### config.mk
export PLATFORM = sky130hd
export DESIGN_NAME = sic_fifo
export DESIGN_NICKNAME = d
export VERILOG_FILES = /design/src/rtl/sic_fifo.sv
export SDC_FILE = /design/constraint.sdc
export NUM_CORES = 1
export LEC_CHECK = 0
export BUFFER_PORTS_ARGS = -buffer_cell sky130_fd_sc_hd__clkbuf_2
export CORE_MARGIN = 2
export CORE_UTILIZATION = 45
export CTS_BUF_LIST = sky130_fd_sc_hd__clkbuf_8
export DETAILED_ROUTE_END_ITERATION = 10
export PLACE_DENSITY = 0.69
export SYNTH_ARGS = -nofsm -noshare
export SYNTH_HDL_FRONTEND = slang
export SYNTH_SLANG_ARGS = --single-unit
### constraint.sdc
create_clock -name clk -period 3.15 [get_ports clk]
set_input_delay 0.4725 -clock clk [delete_from_list [all_inputs] [get_ports clk]]
set_output_delay 0.4725 -clock clk [all_outputs]
set_load 0.02 [all_outputs]
### src/rtl/sic_fifo.sv
`timescale 1ns / 1ps
// ----------------------------------------------------------------------------
// sic_fifo
// Small synchronous queue built from flops, first word on rdata.
// ----------------------------------------------------------------------------
module sic_fifo #(
	parameter int WIDTH = 8,
	parameter int DEPTH = 2
) (
	input  logic             clk,
	input  logic             arst_n,
	input  logic             push,
	input  logic [WIDTH-1:0] wdata,
	output logic             full,
	input  logic             pop,
	output logic [WIDTH-1:0] rdata,
	output logic             empty
);
	localparam int PW = (DEPTH > 1) ? $clog2(DEPTH) : 1;

	logic [WIDTH-1:0] mem_q [DEPTH];
	logic [PW-1:0]    wr_q;
	logic [PW-1:0]    rd_q;
	logic [PW:0]      cnt_q;
	logic             do_push;
	logic             do_pop;

	assign full    = (cnt_q == (PW+1)'(DEPTH));
	assign empty   = (cnt_q == '0);
	assign do_push = push && !full;
	assign do_pop  = pop && !empty;
	assign rdata   = mem_q[rd_q];

	always_ff @(posedge clk or negedge arst_n) begin
		if (!arst_n) begin
			wr_q  <= '0;
			rd_q  <= '0;
			cnt_q <= '0;
		end else begin
			if (do_push) begin
				wr_q <= (wr_q == PW'(DEPTH - 1)) ? '0 : wr_q + 1'b1;
			end
			if (do_pop) begin
				rd_q <= (rd_q == PW'(DEPTH - 1)) ? '0 : rd_q + 1'b1;
			end
			cnt_q <= cnt_q + (PW+1)'(do_push) - (PW+1)'(do_pop);
		end
	end

	always_ff @(posedge clk) begin
		if (do_push) begin
			mem_q[wr_q] <= wdata;
		end
	end

endmodule

---- Yosys cells after proc, flatten, opt, wreduce, memory -nomap -nowiden ----
Memory sizes are Yosys's and may differ from the RTL's.
Index checks and enable logic that the tools add are counted.
cells by class
  add/subtract/negate cells ............... 4
  equal/unequal tests ..................... 1
  multiplexer cells ....................... 4
  reductions and logical operators ........ 5
operator list
  operator                                     number
  1-bit two-way mux                            4
  1-bit adder, second input constant           2
  2-bit by 1-bit adder with 2-bit output       1
  2-bit equality test, second input constant   1
  1-bit logical AND                            2
  1-bit zero test                              2
  2-bit zero test                              1
  2-bit by 1-bit subtractor with 2-bit output  1
word-level totals
  flip-flop bits (word level) ............. 4
  RAM bits ................................ 16
  bits of input ports ..................... 12
  output and inout port bits .............. 10
  memories ................................ 1
memories
  name   words  width  rd ports  clocked after Yosys merged registers in  write ports  line  text
  mem_q  2      8      1         0                                        1            21    logic [WIDTH-1:0] mem_q [DEPTH];

---- Logic depth before layout (Yosys ltp) ----
Gate-level depths: netlist of the first run.
  depth in word-level cells ............... 5
  mapped depth ............................ 7

---- Worst setup path after synthesis of the first run ----
No wires, ideal clock.
  kind .................................... register to register
  start ................................... register cnt_q[0]
  end ..................................... register cnt_q[1]
  library setup time ...................... 0.123 ns
  data arrival time ....................... 1.449 ns
  slack ................................... 1.577 ns
  cell stages (with the launch flop) ...... 8
  period minus slack after synthesis ...... 1.573 ns
  path through ............................ dfrtp_1 nor2_2 nor2b_2 ha_1 inv_1 ha_1 xnor2_1 xnor2_1
between the ends
  elaborated cells between the ends (all ways) .. 8
  those cells by class .................... add/sub: 2; eq/ne: 1; reduce/logical: 5
RTL lines
  item                                         line  text
  start: declaration                           24    logic [PW:0] cnt_q;
  start signal: assignment                     46    cnt_q <= cnt_q + (PW+1)'(do_push) - (PW+1)'(do_pop);
  2-bit zero test                              29    assign empty = (cnt_q == '0);
  named net empty                              17    output logic empty
  1-bit zero test                              31    assign do_pop = pop && !empty;
  1-bit logical AND                            31
  named net do_pop                             26    logic do_pop;
  2-bit by 1-bit subtractor with 2-bit output  46
The timed path passes the listed nets, and every way through them passes these cells.
A chain may end at the register's enable or synchronous reset.

---- Worst setup path after layout of the first run ----
  start ................................... register rd_q
  end ..................................... output port rdata[0]
between the ends
  word-level cells in the longest chain between the ends .. 1
RTL lines
  item                      line  text
  start: declaration        23    logic [PW-1:0] rd_q;
  start signal: assignment  44    rd_q <= (rd_q == PW'(DEPTH - 1)) ? '0 : rd_q + 1'b1;
  memory 2 x 8 bit          -
  end: declaration          16    output logic [WIDTH-1:0] rdata,
No other way between the ends.

==> results of run 1 <==
-- cells by family after synthesis --
family / count (synthesis) / synth area share
flip-flops: 20 / 0.740
adder cells (fa/ha/maj): 2 / 0.0319
multiplexers: 8 / 0.115
AND/OR/NAND/NOR: 6 / 0.0447
buffers and inverters: 3 / 0.0239
XOR/XNOR: 4 / 0.0447
-- sequential cells by signal, indices dropped and copies added (netlist names) --
name,count
mem_q,16
cnt_q,2
wr_q,1
rd_q,1
-- final timing paths --
| check | start | endpoint | cells after the start |
|---|---|---|---|
| max reg2reg | cnt_q[1] | mem_q[0][2] | 3 |
| max | rd_q | rdata[0] | 2 |
| min reg2reg | wr_q | wr_q | 1 |
| min in group clk | wdata[3] | mem_q[1][3] | 1 |
| max in group asynchronous | arst_n | wr_q | 1 |
| min | arst_n | cnt_q[1] | 1 |
-- routing by layer --
metal	track usage	wire (µm)	part of all wire	vias up
li1	-	-	-	204
met1	0.145	494	0.42	213
met2	0.223	663	0.56	7
met3	0.0357	30	0.025	0
met4	0.0514	0	0	0
met5	0	0	0	-
-- metrics by stage --
stage               hold WS [ns]  cells  setup slack [ns]  area (µm²)
floorplan                  0.177     43              1.58         785
global placement           0.286     80              1.58         900
detailed placement         0.289     80              1.56         900
CTS                       0.0191     84              1.29         945
global route              0.0141     84              1.24         945
finish                    0.0195     84              1.31         945
-- cells in the final DEF (no fill, tap or decap) --
| cell | count |
|---|---|
| nor2_2 | 1 |
| clkbuf_2 | 21 |
| and3_1 | 1 |
| inv_1 | 3 |
| nor2_1 | 1 |
| nor2b_2 | 1 |
| xor2_1 | 1 |
| xnor2_1 | 3 |
| edfxtp_1 | 16 |
| nand2_1 | 1 |
| dfrtp_1 | 4 |
| nand2b_1 | 1 |
| clkbuf_8 | 3 |
| ha_1 | 2 |
| mux2_2 | 8 |
-- layout make-up --
class	count	area, µm²
clock buffer	3	41.3
clock inverter	1	3.75
fill	151	744
inverter	2	7.51
multi-input combinational	20	185
sequential	20	581
tap	17	21.3
timing repair buffer	21	105
-- power by group --
group          switching, mW  internal [mW]  leakage (nW)
Clock                 0.0753         0.0863        0.0269
Sequential            0.0512          0.371         0.195
Combinational          0.177          0.140         0.177
==> impl_metrics.yaml, run 1 <==
logic_synthesis:
  syn_area_um2: 785
  synthArstFlopShare: 0.200
  ys_ff_latch: 20
  synth_cell_types: 14
  yosysMostFrequentCell: "edfxtp_1"
  synthesis.instances: 43
  post-synth-top-area-fraction: 0.612
  yosysSeqAreaShare: 0.740
  synth-edff-count: 16
  avgSynthCellArea_um2: 18.2
  synthTopCellsByCount: "16 x edfxtp_1, 8 x mux2_2, 4 x dfrtp_1"
  yosysTopAreaCell: "edfxtp_1"
  yosys_warnings: 0
  syn-num-nets: 57
  synthFlopType: "edfxtp_1"
  synthTopCellsByArea: "edfxtp_1 61%, dfrtp_1 13%, mux2_2 11%"
detailed_routing:
  wl_per_cell_um: 14.2
  vias_per_cell: 5.05
  wl_um: 1190
  first_pass_iters: 2
  vias: 424
  drc: 0
  drtIter0Drc: 3
  drtAntennaViolNets: 0
power_and_ir_drop:
  p_total_uw: 900
  powerDensity_mw_per_mm2: 953
  leakage_nw: 0.399
  ir_drop_v: 0.000459
timing:
  drv_slew: 0
  slew_headroom: 0.573
  period_share: 0.584
  rsz0062_at_grt: "no"
  finClkSkew_ns: 0.00486
  tns_ns: 0
  min_period_ns: 1.84
  hold_viol: 0
  max_freq_mhz: 543
  worstMarginPinSlew_ns: 0.638
  final-setup-viol-count: 0
clock_network:
  cts_buffer_depth: 2
  clock-root-buffer: "clkbuf_8"
  clkSinkCount: 20
  clock_latency_ns: 0.25
  postCtsSetupBuffers: 0
  cts_resized: 0
  clk_pin_slew_ns: 0.07
  cts_tree: "done"
  cts.htree.levels: 1
  cts.hold.buffers_added: 0
  numCtsBuffers: 3
global_route:
  grt_util_all_layers: 0.127
  grt_pass1_vias: 439
  grt_pass1_wl_um: 1770
  antenna_found_initial: 0
  grt-ovfl-total: 0
  grt_start_max_net_pins: 12
final_layout:
  areaGrowthSynthToFinish_pct: 20.4
  drive_gt1_frac: 0.507
  post-route-util: 0.559
  nets: 82
  diodes: 0
setup_path:
  crit_path_end_kind: "primary output"
  required_ns: 2.68
  cp_slowest_cell: "dfrtp_1"
  slowest_delay_ns: 0.58
  r2r_setup_slack_ns: 1.63
  path_max_fanout: 9
  crit_family: "flip-flops"
  critical_path.cell_chain: "mux2_2 -> clkbuf_2"
  path_class: "flip-flop to primary output"
  cp.arrival_ns: 1.37
  cp.buffers_inverters: 1
  crit_path_start_kind: "flip-flop"
placement:
  place_congestion: 0.683
  numPortBuffers: 21
  dp_hpwl_um: 867
die:
  initial_utilization: 0.464
  coreArea_mm2: 0.00169
  die_w_um: 45.8
  dieArea_mm2: 0.00209
  ioPinCount: 22
  placement_rows: 15
  die_y_um: 45.8
job:
  maxCapViolCount: 0
worst_hold_path:
  hold_class: "primary input to asynchronous set/reset pin"
status:
  status: "finished, final reports clean"
(Power assumes the default switching activity.)
==> run 2, diff against run 1 <==
Settings changed: PLACE_DENSITY 0.69 to 0.72.
Clock period 3.15 ns to 1.5 ns, I/O delays scaled along.
==> impl_metrics.yaml, run 2 (same netlist as run 1, synthesis figures left out) <==
status:
  status: "finished, final reports clean"
setup_path:
  required_ns: 1.64
  slowest_delay_ns: 0.45
  crit_start: "cnt_q[1]"
  regToRegStartpoint: "cnt_q[1]"
  path_common_cell: "ha_4"
  critical_path.cell_chain: "nor2_4 -> nor2b_4 -> ha_4 -> inv_2 -> ha_4 -> xnor2_2 -> xnor2_1"
  crit_path_end_kind: "flip-flop"
  crit_path_start_kind: "flip-flop"
  cp.arrival_ns: 1.62
  path_class: "flip-flop to flip-flop"
  cp_slowest_cell: "dfrtp_2"
  path_max_fanout: 3
detailed_routing:
  wl_per_cell_um: 13.1
  drtAntennaViolNets: 0
  first_pass_iters: 4
  drc: 0
  wl_um: 1240
  drtIter0Drc: 9
  vias: 460
  vias_per_cell: 4.84
final_layout:
  top_register: "mem_q"
  largest_reg_flops: 16
  areaGrowthSynthToFinish_pct: 39.9
  post-route-util: 0.650
  nets: 93
  fillers: 140
  instances_no_fill: 95
  drive_gt1_frac: 0.679
  final_cell_mix: "20 x clkbuf_2, 16 x edfxtp_1, 10 x buf_4, 8 x mux2_2"
  diodes: 0
  final_common_cell: "clkbuf_2"
  largestRegisters: "mem_q: 16 flops, cnt_q: 2 flops"
die:
  coreArea_mm2: 0.00169
  dieArea_mm2: 0.00209
  placement_rows: 15
  die_w_um: 45.8
  ioPinCount: 22
  die_y_um: 45.8
  initial_utilization: 0.464
clock_network:
  cts.htree.levels: 1
  clock_latency_ns: 0.25
  numCtsBuffers: 3
  clock-root-buffer: "clkbuf_8"
  cts_buffer_depth: 2
  clkSinkCount: 20
  cts_tree: "done"
  clk_pin_slew_ns: 0.07
timing:
  drv_slew: 0
  finClkSkew_ns: 0.000968
  rsz0062_at_grt: "yes"
  final-setup-viol-count: 0
  slew_headroom: 0.902
  min_period_ns: 1.49
  worstMarginPinSlew_ns: 0.145
  period_share: 0.992
  whs_ns: 0.159
  hold_viol: 0
  max_freq_mhz: 672
placement:
  dp.cells: 86
  dp_hpwl_um: 866
  place_congestion: 0.586
  numPortBuffers: 21
power_and_ir_drop:
  leakage_nw: 0.464
  powerDensity_mw_per_mm2: 2050
  ir_drop_v: 0.00124
worst_hold_path:
  hp-start: "wdata[4]"
  hold_class: "primary input to flip-flop"
global_route:
  grt_pass1_wl_um: 1760
  grt_util_all_layers: 0.125
  antenna_found_initial: 0
  grt_pass1_vias: 431
  grt-ovfl-total: 0
  grt_start_max_net_pins: 12
job:
  maxCapViolCount: 0
-- run 2: cell count changes in the layout (fill, tap and decap cells not counted), moves of 2 or more --
cell | previous run | this run
ha_4 | 0 | 2
dfrtp_1 | 4 | 1
inv_1 | 3 | 1
dfrtp_2 | 0 | 3
buf_4 | 0 | 10
ha_1 | 2 | 0
-- run 2: worst max-delay path, delay by kind of cell (launching register included) --
family | cells | cell delay, ns
xor+xnor | 2 | 0.26
simple gates | 2 | 0.21
buf+inv | 1 | 0.04
fa+ha+maj | 2 | 0.41
flops | 1 | 0.45
-- run 2: path summary, 6_finish.rpt --
path / end / cells past startpoint / slack (ns)
min reg2reg: wr_q / 1 / 0.52
min: mem_q[1][4] / 1 / 0.16
max: cnt_q[1] / 7 / 0.01
min in group asynchronous: cnt_q[0] / 2 / 0.30
max reg2reg: cnt_q[1] / 7 / 0.01
max in group asynchronous: cnt_q[1] / 2 / 1.06
-- run 2: power breakdown --
part / leakage [nW] / internal, mW / switching, mW
combinational: 0.249 / 0.526 / 0.502
sequential: 0.192 / 0.786 / 0.0931
clock: 0.0231 / 0.182 / 0.166
-- run 2: repair_timing --
item                                    4_1_cts  5_1_grt
gates cloned                                  0        0
buffers inserted                              0        4
endpoints found under the hold margin         4        0
hold buffers                                  1        0
resized for setup                             7       10
endpoints found under the setup margin        9        9
pin swaps                                     2        5
-- run 2: area by class of cell --
| class | count | area [µm²] | share of cell area |
|---|---|---|---|
| inverter | 2 | 7.51 | 0.00684 |
| tap | 17 | 21.3 | 0.0194 |
| multi-input combinational | 20 | 243 | 0.221 |
| timing repair buffer | 32 | 196 | 0.179 |
| clock inverter | 1 | 3.75 | 0.00342 |
| clock buffer | 3 | 41.3 | 0.0376 |
| sequential | 20 | 584 | 0.532 |
-- run 2: per-layer routing --
| layer | up-vias | wire length [µm] | track usage |
|---|---|---|---|
| met4 | 0 | 0 | 0.0514 |
| met3 | 0 | 33 | 0.0357 |
| met1 | 222 | 502 | 0.129 |
| li1 | 225 | - | - |
| met2 | 13 | 707 | 0.234 |
| met5 | - | 0 | 0 |
-- run 2: metrics by stage --
stage               instance area (µm²)  setup slack [ns]  power (mW)  TNS, ns
floorplan                           790          0.000242        1.41        0
global placement                    950            0.0670        1.65        0
detailed placement                  950           -0.0186        1.67  -0.0186
CTS                                1040          -0.00674        2.09  -0.0103
global route                       1100           -0.0477        2.38  -0.0712
finish                             1100            0.0119        2.25        0
